## src/rtl/sitda_pkg.sv

```systemverilog
// Shared constants, types and helper functions for the integer-to-decimal-text block.
package sitda_pkg;

  // Width of the signed input value.
  localparam int ValueWidth = 32;

  // ASCII output codes, held to six bits.
  localparam int CharWidth = 6;
  localparam logic [CharWidth-1:0] CharMinus = 6'd45;
  localparam logic [CharWidth-1:0] CharZero  = 6'd48;

  // Decimal digits needed for any magnitude: floor(W * log10(2)) + 1.
  localparam int MaxDigits = ((ValueWidth * 1233) >> 12) + 1;
  localparam int DigIdxW   = (MaxDigits > 1) ? $clog2(MaxDigits) : 1;

  // Binary-to-BCD conversion retires this many magnitude bits per cycle.
  localparam int StepBits = 4;
  localparam int Steps    = (ValueWidth + StepBits - 1) / StepBits;
  localparam int PadWidth = Steps * StepBits;
  localparam int StepCntW = (Steps > 1) ? $clog2(Steps) : 1;

  // Entries in the queue between the converter and the character emitter.
  localparam int QueueDepth = 2;
  localparam int QPtrW      = (QueueDepth > 1) ? $clog2(QueueDepth) : 1;
  localparam int QCntW      = $clog2(QueueDepth + 1);

  // Packed BCD word, digit 0 is the least significant.
  typedef logic [MaxDigits-1:0][3:0] bcd_t;

  // One converted value waiting for the emitter.
  typedef struct packed {
    logic               negative;
    bcd_t               digits;
    logic [DigIdxW-1:0] msd;
  } entry_t;

  // Queue status seen by the producer and the consumer.
  typedef struct packed {
    logic full;
    logic empty;
  } queue_status_t;

  typedef enum logic [1:0] {
    FeIdle,
    FeConv,
    FeHold
  } front_state_e;

  typedef enum logic [1:0] {
    BeIdle,
    BeSign,
    BeDigit
  } back_state_e;

  // One double-dabble step: correct every digit of five or more, then shift one bit in.
  function automatic bcd_t dd_shift(bcd_t bcd, logic bit_in);
    bcd_t adj;
    adj = bcd;
    for (int i = 0; i < MaxDigits; i++) begin
      if (adj[i] >= 4'd5) begin
        adj[i] = adj[i] + 4'd3;
      end
    end
    return bcd_t'({adj, bit_in});
  endfunction

  // Index of the most significant nonzero digit, zero for a zero word.
  function automatic logic [DigIdxW-1:0] msd_index(bcd_t b);
    logic [DigIdxW-1:0] idx;
    idx = '0;
    for (int i = 0; i < MaxDigits; i++) begin
      if (b[i] != 4'd0) begin
        idx = DigIdxW'(i);
      end
    end
    return idx;
  endfunction

endpackage

```

## src/rtl/signed_int_to_decimal_ascii.sv

```systemverilog
// Top level: signed integer to decimal ASCII text, front converter, queue and emitter.
//
//   Channel   Ports                                  Transfer
//   input     start_i, busy_o, value_i               start_i high while busy_o is low
//   result    char_valid_o, character_o, last_o      every cycle char_valid_o is high
//
// The front end takes a value, converts its magnitude to BCD four bits per cycle and
// hands it to a two-entry queue, waiting while the queue is full; it takes no new value
// until the last one is handed over. The emitter sends one character per cycle, up to
// 11 per value, with no gap between values while the queue holds the next one. Reset
// clears all control state. The receiver cannot stall.
module signed_int_to_decimal_ascii (
  input  logic                                     clk_i,
  input  logic                                     rst_ni,
  input  logic                                     start_i,
  output logic                                     busy_o,
  input  logic signed [sitda_pkg::ValueWidth-1:0]  value_i,
  output logic                                     char_valid_o,
  output logic [sitda_pkg::CharWidth-1:0]          character_o,
  output logic                                     last_o
);

  logic                     push;
  logic                     pop;
  sitda_pkg::entry_t        push_data;
  sitda_pkg::entry_t        pop_data;
  sitda_pkg::queue_status_t q_status;

  sitda_front u_front (
    .clk_i       (clk_i),
    .rst_ni      (rst_ni),
    .start_i     (start_i),
    .value_i     (value_i),
    .busy_o      (busy_o),
    .push_o      (push),
    .push_data_o (push_data),
    .q_status_i  (q_status)
  );

  sitda_fifo u_fifo (
    .clk_i       (clk_i),
    .rst_ni      (rst_ni),
    .push_i      (push),
    .push_data_i (push_data),
    .pop_i       (pop),
    .pop_data_o  (pop_data),
    .status_o    (q_status)
  );

  sitda_back u_back (
    .clk_i        (clk_i),
    .rst_ni       (rst_ni),
    .pop_data_i   (pop_data),
    .q_status_i   (q_status),
    .pop_o        (pop),
    .char_valid_o (char_valid_o),
    .character_o  (character_o),
    .last_o       (last_o)
  );

endmodule

```

## src/rtl/sitda_front.sv

```systemverilog
// Front end: takes a value, splits off the sign and converts the magnitude to BCD.
module sitda_front (
  input  logic                                 clk_i,
  input  logic                                 rst_ni,
  input  logic                                 start_i,
  input  logic signed [sitda_pkg::ValueWidth-1:0] value_i,
  output logic                                 busy_o,
  output logic                                 push_o,
  output sitda_pkg::entry_t                    push_data_o,
  input  sitda_pkg::queue_status_t             q_status_i
);

  sitda_pkg::front_state_e             state_q, state_d;
  logic [sitda_pkg::StepCntW-1:0]      cnt_q, cnt_d;
  logic [sitda_pkg::PadWidth-1:0]      bin_q, bin_d;
  sitda_pkg::bcd_t                     bcd_q, bcd_d;
  logic                                neg_q, neg_d;
  logic [sitda_pkg::ValueWidth-1:0]    raw;
  logic [sitda_pkg::ValueWidth-1:0]    mag;
  logic                                accept;
  logic                                conv_done;
  sitda_pkg::bcd_t                     bcd_step;

  assign accept    = start_i && (state_q == sitda_pkg::FeIdle);
  assign conv_done = (cnt_q == sitda_pkg::StepCntW'(sitda_pkg::Steps - 1));

  // Two's complement magnitude; the most negative value wraps onto its unsigned form.
  assign raw = unsigned'(value_i);
  assign mag = raw[sitda_pkg::ValueWidth-1] ? (~raw + 1'b1) : raw;

  // Several double-dabble steps per cycle, most significant bits first.
  always_comb begin
    bcd_step = bcd_q;
    for (int j = 0; j < sitda_pkg::StepBits; j++) begin
      bcd_step = sitda_pkg::dd_shift(bcd_step, bin_q[sitda_pkg::PadWidth-1-j]);
    end
  end

  // Next state.
  always_comb begin
    state_d = state_q;
    unique case (state_q)
      sitda_pkg::FeIdle: begin
        if (start_i) begin
          state_d = sitda_pkg::FeConv;
        end
      end
      sitda_pkg::FeConv: begin
        if (conv_done) begin
          state_d = sitda_pkg::FeHold;
        end
      end
      sitda_pkg::FeHold: begin
        if (!q_status_i.full) begin
          state_d = sitda_pkg::FeIdle;
        end
      end
      default: state_d = sitda_pkg::FeIdle;
    endcase
  end

  // Datapath updates and handshake outputs.
  always_comb begin
    cnt_d  = cnt_q;
    bin_d  = bin_q;
    bcd_d  = bcd_q;
    neg_d  = neg_q;
    busy_o = 1'b1;
    push_o = 1'b0;
    unique case (state_q)
      sitda_pkg::FeIdle: begin
        busy_o = 1'b0;
        if (accept) begin
          neg_d = raw[sitda_pkg::ValueWidth-1];
          bin_d = sitda_pkg::PadWidth'(mag);
          bcd_d = '0;
          cnt_d = '0;
        end
      end
      sitda_pkg::FeConv: begin
        bcd_d = bcd_step;
        bin_d = bin_q << sitda_pkg::StepBits;
        cnt_d = cnt_q + 1'b1;
      end
      sitda_pkg::FeHold: begin
        push_o = !q_status_i.full;
      end
      default: busy_o = 1'b1;
    endcase
  end

  assign push_data_o.negative = neg_q;
  assign push_data_o.digits   = bcd_q;
  assign push_data_o.msd      = sitda_pkg::msd_index(bcd_q);

  // Control state.
  always_ff @(posedge clk_i or negedge rst_ni) begin
    if (!rst_ni) begin
      state_q <= sitda_pkg::FeIdle;
      cnt_q   <= '0;
    end else begin
      state_q <= state_d;
      cnt_q   <= cnt_d;
    end
  end

  // Conversion registers.
  always_ff @(posedge clk_i) begin
    bin_q <= bin_d;
    bcd_q <= bcd_d;
    neg_q <= neg_d;
  end

endmodule

```

## src/rtl/sitda_fifo.sv

```systemverilog
// Short queue of converted values between the front end and the emitter.
module sitda_fifo (
  input  logic                     clk_i,
  input  logic                     rst_ni,
  input  logic                     push_i,
  input  sitda_pkg::entry_t        push_data_i,
  input  logic                     pop_i,
  output sitda_pkg::entry_t        pop_data_o,
  output sitda_pkg::queue_status_t status_o
);

  sitda_pkg::entry_t              mem_q [sitda_pkg::QueueDepth];
  logic [sitda_pkg::QPtrW-1:0]    wr_ptr_q, wr_ptr_d;
  logic [sitda_pkg::QPtrW-1:0]    rd_ptr_q, rd_ptr_d;
  logic [sitda_pkg::QCntW-1:0]    count_q, count_d;

  assign status_o.full  = (count_q == sitda_pkg::QCntW'(sitda_pkg::QueueDepth));
  assign status_o.empty = (count_q == '0);
  assign pop_data_o     = mem_q[rd_ptr_q];

  // Pointer and fill-count updates; pointers wrap at the depth.
  always_comb begin
    wr_ptr_d = wr_ptr_q;
    rd_ptr_d = rd_ptr_q;
    count_d  = count_q;
    if (push_i) begin
      wr_ptr_d = (wr_ptr_q == sitda_pkg::QPtrW'(sitda_pkg::QueueDepth - 1)) ? '0
                 : wr_ptr_q + 1'b1;
    end
    if (pop_i) begin
      rd_ptr_d = (rd_ptr_q == sitda_pkg::QPtrW'(sitda_pkg::QueueDepth - 1)) ? '0
                 : rd_ptr_q + 1'b1;
    end
    if (push_i && !pop_i) begin
      count_d = count_q + 1'b1;
    end else if (pop_i && !push_i) begin
      count_d = count_q - 1'b1;
    end
  end

  always_ff @(posedge clk_i or negedge rst_ni) begin
    if (!rst_ni) begin
      wr_ptr_q <= '0;
      rd_ptr_q <= '0;
      count_q  <= '0;
    end else begin
      wr_ptr_q <= wr_ptr_d;
      rd_ptr_q <= rd_ptr_d;
      count_q  <= count_d;
    end
  end

  // Entry storage.
  always_ff @(posedge clk_i) begin
    if (push_i) begin
      mem_q[wr_ptr_q] <= push_data_i;
    end
  end

endmodule

```

## src/rtl/sitda_back.sv

```systemverilog
// Back end: emits the sign and the digits of one queued value, one character per cycle.
module sitda_back (
  input  logic                               clk_i,
  input  logic                               rst_ni,
  input  sitda_pkg::entry_t                  pop_data_i,
  input  sitda_pkg::queue_status_t           q_status_i,
  output logic                               pop_o,
  output logic                               char_valid_o,
  output logic [sitda_pkg::CharWidth-1:0]    character_o,
  output logic                               last_o
);

  sitda_pkg::back_state_e          state_q, state_d;
  sitda_pkg::bcd_t                 digits_q, digits_d;
  logic [sitda_pkg::DigIdxW-1:0]   pos_q, pos_d;
  logic                            final_char;
  logic                            load;

  assign final_char = (state_q == sitda_pkg::BeDigit) && (pos_q == '0);
  assign load       = ((state_q == sitda_pkg::BeIdle) || final_char) && !q_status_i.empty;
  assign pop_o      = load;

  // Next state: a new value starts right after the last character of the previous one if the queue is not empty.
  always_comb begin
    state_d  = state_q;
    digits_d = digits_q;
    pos_d    = pos_q;
    if (load) begin
      state_d  = pop_data_i.negative ? sitda_pkg::BeSign : sitda_pkg::BeDigit;
      digits_d = pop_data_i.digits;
      pos_d    = pop_data_i.msd;
    end else begin
      unique case (state_q)
        sitda_pkg::BeIdle:  state_d = sitda_pkg::BeIdle;
        sitda_pkg::BeSign:  state_d = sitda_pkg::BeDigit;
        sitda_pkg::BeDigit: begin
          if (pos_q == '0) begin
            state_d = sitda_pkg::BeIdle;
          end else begin
            pos_d = pos_q - 1'b1;
          end
        end
        default: state_d = sitda_pkg::BeIdle;
      endcase
    end
  end

  // Character outputs.
  always_comb begin
    char_valid_o = 1'b0;
    character_o  = sitda_pkg::CharZero;
    last_o       = 1'b0;
    unique case (state_q)
      sitda_pkg::BeIdle: begin
        char_valid_o = 1'b0;
      end
      sitda_pkg::BeSign: begin
        char_valid_o = 1'b1;
        character_o  = sitda_pkg::CharMinus;
      end
      sitda_pkg::BeDigit: begin
        char_valid_o = 1'b1;
        character_o  = sitda_pkg::CharZero + sitda_pkg::CharWidth'(digits_q[pos_q]);
        last_o       = final_char;
      end
      default: char_valid_o = 1'b0;
    endcase
  end

  always_ff @(posedge clk_i or negedge rst_ni) begin
    if (!rst_ni) begin
      state_q <= sitda_pkg::BeIdle;
      pos_q   <= '0;
    end else begin
      state_q <= state_d;
      pos_q   <= pos_d;
    end
  end

  always_ff @(posedge clk_i) begin
    digits_q <= digits_d;
  end

endmodule

```

## config.mk

```make
export PLATFORM = sky130hd
export DESIGN_NAME = signed_int_to_decimal_ascii
export DESIGN_NICKNAME = d
export VERILOG_FILES = /design/src/rtl/sitda_pkg.sv /design/src/rtl/signed_int_to_decimal_ascii.sv /design/src/rtl/sitda_front.sv /design/src/rtl/sitda_fifo.sv /design/src/rtl/sitda_back.sv
export SDC_FILE = /design/constraint.sdc
export NUM_CORES = 1
export LEC_CHECK = 0
export ABC_AREA = 1
export BUFFER_PORTS_ARGS = -buffer_cell sky130_fd_sc_hd__clkbuf_2
export CAP_MARGIN = 10
export CORE_ASPECT_RATIO = 0.6
export CORE_MARGIN = 4
export CORE_UTILIZATION = 50
export CTS_CLUSTER_DIAMETER = 60
export DETAILED_ROUTE_END_ITERATION = 16
export HOLD_SLACK_MARGIN = 0.12
export MAX_ROUTING_LAYER = met4
export PLACE_DENSITY = 0.66
export SETUP_SLACK_MARGIN = 0.4
export SYNTH_ARGS = -nofsm -noshare
export SYNTH_HDL_FRONTEND = slang
export SYNTH_SLANG_ARGS = --single-unit
```

## constraint.sdc

```tcl
create_clock -name clk_i -period 3.95 [get_ports clk_i]
set_input_delay 0.79 -clock clk_i [delete_from_list [all_inputs] [get_ports clk_i]]
set_output_delay 0.79 -clock clk_i [all_outputs]
set_load 0.05 [all_outputs]
```

# Word-level counts from Yosys, hierarchy flattened
# Memories as Yosys holds them, arrays and structs flattened.
# Index checks and enable logic that the tools add are counted.
[op_classes] add_sub_neg=48 magnitude_cmp=41 n_eq_ne=12 n_mux=80 n_bitwise=1 n_reduce_logical=31
[op_table] op="$mux W4" n=42
[op_table] op="$ge A4 B3 Y1 const B" n=40
[op_table] op="$add A4 B2 Y4 const B" n=36
[op_table] op="$pmux W40 S2" n=1
[op_table] op="$mux W32" n=2
[op_table] op="$pmux W32 S2" n=1
[op_table] op="$mux W40" n=1
[op_table] op="$reduce_bool A4 Y1" n=9
[op_table] op="$add A32 B1 Y32 const B" n=1
[op_table] op="$not A32 Y32" n=1
[op_table] op="$mux W3" n=9
[op_table] op="$mux W2" n=10
[op_table] op="$bmux W4 S4" n=1
[op_table] op="$add A3 B2 Y3 const B" n=4
[op_table] op="$pmux W6 S2" n=1
[op_table] op="$mux W1" n=9
[op_table] op="$add A5 B5 Y6 const A" n=1
[op_table] op="$eq A2 B2 Y1 const B" n=3
[op_table] op="$logic_not A2 Y1" n=3
[op_table] op="$ne A2 B2 Y1 const B" n=3
[op_table] op="$pmux W2 S3" n=1
[op_table] op="$pmux W3 S2" n=1
[op_table] op="$reduce_and A2 Y1" n=3
[op_table] op="$reduce_bool A2 Y1" n=3
[op_table] op="17 further kinds" n=27
[word_totals] reg_bits=128 ramBits=90 output_inout_bits=9 word_cells=243 n_memories=1
[memory_table] memory="u_fifo.mem_q" words=2 width=45 rd=1 rd_ports_with_merged_regs=0 write_ports=1 line_no="sitda_fifo.sv:12" text="sitda_pkg::entry_t mem_q [sitda_pkg::QueueDepth];"

# Depth between registers and ports, before layout
[depth] ltp_word=10 mapped_depth=28

# Hierarchy
# A second synthesis with hierarchy kept.
[unflattened] hier_cells=1496 area_unflattened_um2=13689.4
[by_module_without_submodules] mod="sitda_front" instances=1 cells_per_inst=1126 area_each_um2=7837.5 seq_area_each_um2=2317.2
[by_module_without_submodules] mod="sitda_fifo" instances=1 cells_per_inst=165 area_each_um2=3653.5 seq_area_each_um2=2802.7
[by_module_without_submodules] mod="sitda_back" instances=1 cells_per_inst=205 area_each_um2=2198.4 seq_area_each_um2=1351.3

# Worst setup path before layout
# Ideal clock, no wire load.
[synth_path] kind="flip-flop to flip-flop" startpoint="register u_back.pos_q[0] (netlist name)" endpoint="register u_back.state_q[1]" setup_time_ps=136 arrival_ps=3463 t_required_ps=3814 setup_slack_ps=350 stages_incl_launch_ff=14 n_path_buf=1 period_less_slack_ps=3600 path_cell_list="dfrtp_1 > inv_1 > clkbuf_1 > ha_1 > nand2_1 > nor2_1 > inv_1 > nor2_1 > or2_2 > o21ai_2 > inv_1 > o211ai_1 > o211ai_1 > o21ai_0"
[synth_via] elab_chain_cells=5 word_cells_on_any_way=6
[synth_lines] item="start, declared" line_no="sitda_back.sv:15" text="logic [sitda_pkg::DigIdxW-1:0] pos_q, pos_d;"
[synth_lines] item="start signal, assigned" line_no="sitda_back.sv:76" text="pos_q <= pos_d;"
[synth_lines] item="$logic_not A4 Y1 *" line_no="sitda_back.sv:19" text="assign final_char = (state_q == sitda_pkg::BeDigit) && (pos_q == '0);"
[synth_lines] item="$logic_and A1 B1 Y1 *" line_no="sitda_back.sv:19"
[synth_lines] item="$logic_or A1 B1 Y1 *" line_no="sitda_back.sv:20" text="assign load = ((state_q == sitda_pkg::BeIdle) || final_char) && !q_status_i.empty;"
[synth_lines] item="$logic_and A1 B1 Y1 *" line_no="sitda_back.sv:20"
[synth_lines] item="via pop" line_no="signed_int_to_decimal_ascii.sv:24" text="logic pop;"
[synth_lines] item="$ne A3 B3 Y1 (no line) / $mux W2 (equally long branches)"
[synth_lines] item="end signal, assigned" line_no="sitda_back.sv:72" text="state_q <= sitda_pkg::BeIdle;"
[synth_lines] item="end signal, assigned" line_no="sitda_back.sv:75" text="state_q <= state_d;"
[synth_lines] item="end, declared" line_no="sitda_back.sv:13" text="sitda_pkg::back_state_e state_q, state_d;"
# The timed path passes the listed nets; every way through them passes the cells marked *.
# A chain may end at the register's enable or synchronous reset.

# Worst setup path after layout
[layout_path] startpoint="register u_front.bcd_q, in the netlist u_front.push_data_o[40]" endpoint="register u_front.bcd_q, in the netlist u_front.push_data_o[42], data pin"
[layout_via] elab_chain_cells=9 word_cells_on_any_way=13
[layout_lines] item="start, declared" line_no="sitda_front.sv:16" text="sitda_pkg::bcd_t bcd_q, bcd_d;"
[layout_lines] item="start signal, assigned" line_no="sitda_front.sv:110" text="bcd_q <= bcd_d;"
[layout_lines] item="$ge A4 B3 Y1 / $add A3 B2 Y3 (equally long branches)" line_no="sitda_pkg.sv:60, sitda_pkg.sv:61"
[layout_lines] item="$mux W3 *" line_no="sitda_pkg.sv:60" text="if (adj[i] >= 4'd5) begin"
[layout_lines] item="$ge A4 B3 Y1 / $add A3 B2 Y3 (equally long branches)" line_no="sitda_pkg.sv:60, sitda_pkg.sv:61"
[layout_lines] item="$mux W3 *" line_no="sitda_pkg.sv:60"
[layout_lines] item="$ge A4 B3 Y1 / $add A3 B2 Y3 (equally long branches)" line_no="sitda_pkg.sv:60, sitda_pkg.sv:61"
[layout_lines] item="$mux W3 *" line_no="sitda_pkg.sv:60"
[layout_lines] item="$ge A4 B3 Y1 / $add A3 B2 Y3 (equally long branches)" line_no="sitda_pkg.sv:60, sitda_pkg.sv:61"
[layout_lines] item="$mux W3 *" line_no="sitda_pkg.sv:60"
[layout_lines] item="$pmux W40 S2 *" line_no="sitda_front.sv:70" text="unique case (state_q)"
# Mark *: on every way between the ends. The rest lies on a longest branch, timed or not.

==> results.yml <==
drt:
  viasPerCell: 5.22
  ant_nets: 0
  wl_per_cell_um: 15.0
  vias: 10200
  drt_iter0_markers: 786
  first_pass_iters: 6
  wl_mm: 29.4
  drcViolationCount: 0
floorplan:
  initial_utilization_pct: 51.3
  rows: 45
  die_h_um: 133
  dieArea_um2: 29000
  coreArea_um2: 25600
  ios: 44
  die_w_um: 217
synth:
  synth-main-ff-cell: "edfxtp_1"
  synth_compound_area_share_pct: 9.09
  synthAdderAreaFrac_pct: 4.68
  synth_top_cell_area_share_pct: 46.5
  synth_area_leaders: "edfxtp_1, nand2_1, inv_1, ha_1, nand3_1"
  postSynthCellCount: 1530
  synth_xor_area_share_pct: 2.14
  ys_types: 49
  synth_top_cell_by_area: "edfxtp_1"
  muxShareOfSynthArea_pct: 0.229
  synth_async_sr_flop_share_pct: 6.88
  synth_top_family_by_area: "simple AND/OR/NAND/NOR gates"
  syn_area_per_cell_um2: 8.57
  synth-simple-area-share_pct: 28.0
  synth_nets: 1614
  synth-seq-area-share_pct: 49.4
  synth-edff-count: 203
  ys_ff_latch: 218
  yosys_warnings: 0
  syn_area_um2: 13100
flow_run:
  drv_cap: 0
grt:
  grt_pass1_vias: 9326
  overflow: 0
  grt_max_degree: 81
  track_usage_pct: 20.2
  grt_pass1_wl_mm: 46.7
  grt_antenna_before_repair: 0
sta:
  rsz0062_at_grt: "yes"
  setup_slack_ps: 413
  worstMarginPinSlew_ps: 889
  relSlewSlack_pct: 40.6
  setup_viol: 0
  holdWs_ps: 234
  min_period_over_period_pct: 89.5
  drv_slew: 0
  min_period_ps: 3540
  fmax_ghz: 0.283
  setup_tns_ps: 0
  skew_ps: 9.92
  hold_viol_final: 0
clock_tree:
  clockBufferDepth: 3
  cts_tree: "yes"
  cts_root_buffer: "clkbuf_16"
  cts.htree.levels: 1
  numCtsBuffers: 21
  clock_latency_ps: 490
  cts.sinks: 218
  clkTransAtPathRegs_ps: 70
critical_path:
  worst_path_most_repeated_cell: "nand2_2"
  cpPeakStageDelay_ps: 470
  crit_buf_inv: 4
  cp_max_fo: 5
  cp.required_ps: 4200
  path_class: "flip-flop to flip-flop"
  worstPathArrival_ps: 3790
  worst_setup_path_start_kind: "flip-flop"
  slowest_stage: "edfxtp_1"
  worstSetupEndpointType: "flip-flop"
  critical-path-top-delay-family: "simple AND/OR/NAND/NOR gates"
worst_hold_path:
  hold_class: "primary input to asynchronous set/reset pin"
layout:
  synthToLayoutAreaGrowth_pct: 12.7
  diodes: 0
  nets: 1680
  drive_gt1_share_pct: 18.2
place:
  pre_cts_ws_ps: 242
  place_congestion: 0.877
  portBuffers: 42
  hpwl_mm: 20.6
run_status:
  status: "completed"
-- synthesized netlist by cell type (5+ instances only) --
| library cell | count |
|---|---|
| inv_2 | 19 |
| a21o_1 | 9 |
| a21oi_1 | 45 |
| and2_4 | 7 |
| o21ai_2 | 15 |
| o21bai_1 | 7 |
| edfxtp_1 | 203 |
| nand2_2 | 63 |
| dfrtp_1 | 15 |
| clkbuf_1 | 25 |
| nor2_1 | 87 |
| ha_1 | 49 |
| nand3_2 | 18 |
| o211ai_1 | 8 |
| o221ai_1 | 6 |
| nor3_1 | 14 |
| o21ai_1 | 18 |
| xnor2_1 | 12 |
| inv_1 | 178 |
| and2_1 | 6 |
| o22ai_1 | 5 |
| nand3_1 | 109 |
| xor2_1 | 20 |
| nand4_1 | 17 |
| o21ai_0 | 75 |
| nand2_4 | 5 |
| nor3_2 | 5 |
| nand2_1 | 449 |
-- metrics by stage --
stage	utilization, %	cell area, um^2	std cells
after floorplan	-	13100	1530
after global placement	53.8	13800	1904
after detailed placement	53.8	13800	1904
after CTS	56.8	14500	1949
after global routing	57.8	14800	1961
final	57.8	14800	1961
-- cell families after synthesis --
| kind of cell | Yosys count |
|---|---|
| compound gates | 201 |
| xor+xnor | 32 |
| fa+ha+maj | 49 |
| buf+inv | 227 |
| flops | 218 |
| mux | 3 |
| other cells | 1 |
| simple gates | 799 |
-- final cells by class --
| class | count | area [um^2] |
|---|---|---|
| fillers | 2237 | 10800 |
| repair buffers | 70 | 449 |
| inverters | 199 | 754 |
| flip-flops and latches | 218 | 6470 |
| repair inverters | 1 | 5.00 |
| clock inverters | 11 | 144 |
| clock buffers | 25 | 541 |
| well taps | 352 | 440 |
| multi-input cells | 1085 | 5970 |
-- state kept, by name, indices dropped and copies added (netlist names) --
name                 flops
u_back.digits_q         40
u_back.pos_q             4
u_back.state_q           2
u_fifo.count_q           2
u_fifo.mem_q            90
u_fifo.rd_ptr_q          1
u_fifo.wr_ptr_q          1
u_front.bin_q           32
u_front.cnt_q            3
u_front.neg_q            1
u_front.push_data_o     40
u_front.state_q          2
-- routing by layer --
layer	global-route usage (%)	part of all wire, %	wire [um]	vias to the layer above
li1	-	-	-	5221
met1	31.7	52	15200	4710
met2	28.1	41	11900	267
met3	3.62	6.3	1860	32
met4	2.79	1.2	367	0
met5	-	0	0	-
-- path summary, 6_finish.rpt --
check | start | to | slack (ps) | cells after the start
hold / removal | rst_ni | u_back.pos_q[0]$_DFFE_PN0P_ | 230 | 1
setup reg to reg | u_front.push_data_o[40]$_SDFFCE_PN0P_ | u_front.push_data_o[42]$_SDFFCE_PN0P_ | 410 | 27
hold reg to reg | u_front.push_data_o[13]$_SDFFCE_PN0P_ | u_fifo.mem_q[1][13]$_DFFE_PP_ | 480 | 0
max in group asynchronous | rst_ni | u_front.cnt_q[0]$_DFFE_PN0P_ | 3400 | 1
min in group clk_i | u_front.push_data_o[13]$_SDFFCE_PN0P_ | u_fifo.mem_q[1][13]$_DFFE_PP_ | 480 | 0
setup / recovery | u_front.push_data_o[40]$_SDFFCE_PN0P_ | u_front.push_data_o[42]$_SDFFCE_PN0P_ | 410 | 27
-- layout by cell type (no fill, tap or decap), types with 4 or more instances in the layout --
cell,netlist,layout
clkinvlp_4,0,4
o21ai_1,18,16
nor2_4,0,4
nand2_4,5,6
o21ai_2,15,16
a21oi_2,3,4
nand3_4,2,4
nor2_1,87,82
o21ai_0,75,75
o221ai_1,6,6
o22ai_1,5,5
o21bai_1,7,7
ha_1,49,43
clkinv_1,2,4
and2_4,7,9
nor4_1,4,4
nand3_1,109,102
buf_4,1,25
and2_1,6,4
nand2_1,449,436
inv_2,19,28
nor3_2,5,5
nand4_1,17,17
edfxtp_1,203,203
xor2_1,20,20
nor3_1,14,14
o211ai_1,8,8
a21oi_1,45,44
clkbuf_1,25,4
a21o_1,9,9
inv_1,178,167
xnor2_1,12,12
nand2_2,63,75
clkbuf_2,0,42
nand3_2,18,23
dfrtp_1,15,15
clkbuf_16,0,21
-- timing repair --
action | CTS | global route
gates resized for setup | 4 | 48
hold buffers | 0 | 0
gates cloned | 0 | 1
setup buffers | 9 | 11
hold endpoints to repair | 0 | 0
pin swaps | 2 | 16
endpoints found under the setup margin | 2 | 24
Power is not shown: default switching activity piles up to over one toggle a cycle in this logic, so the estimate is an artifact.
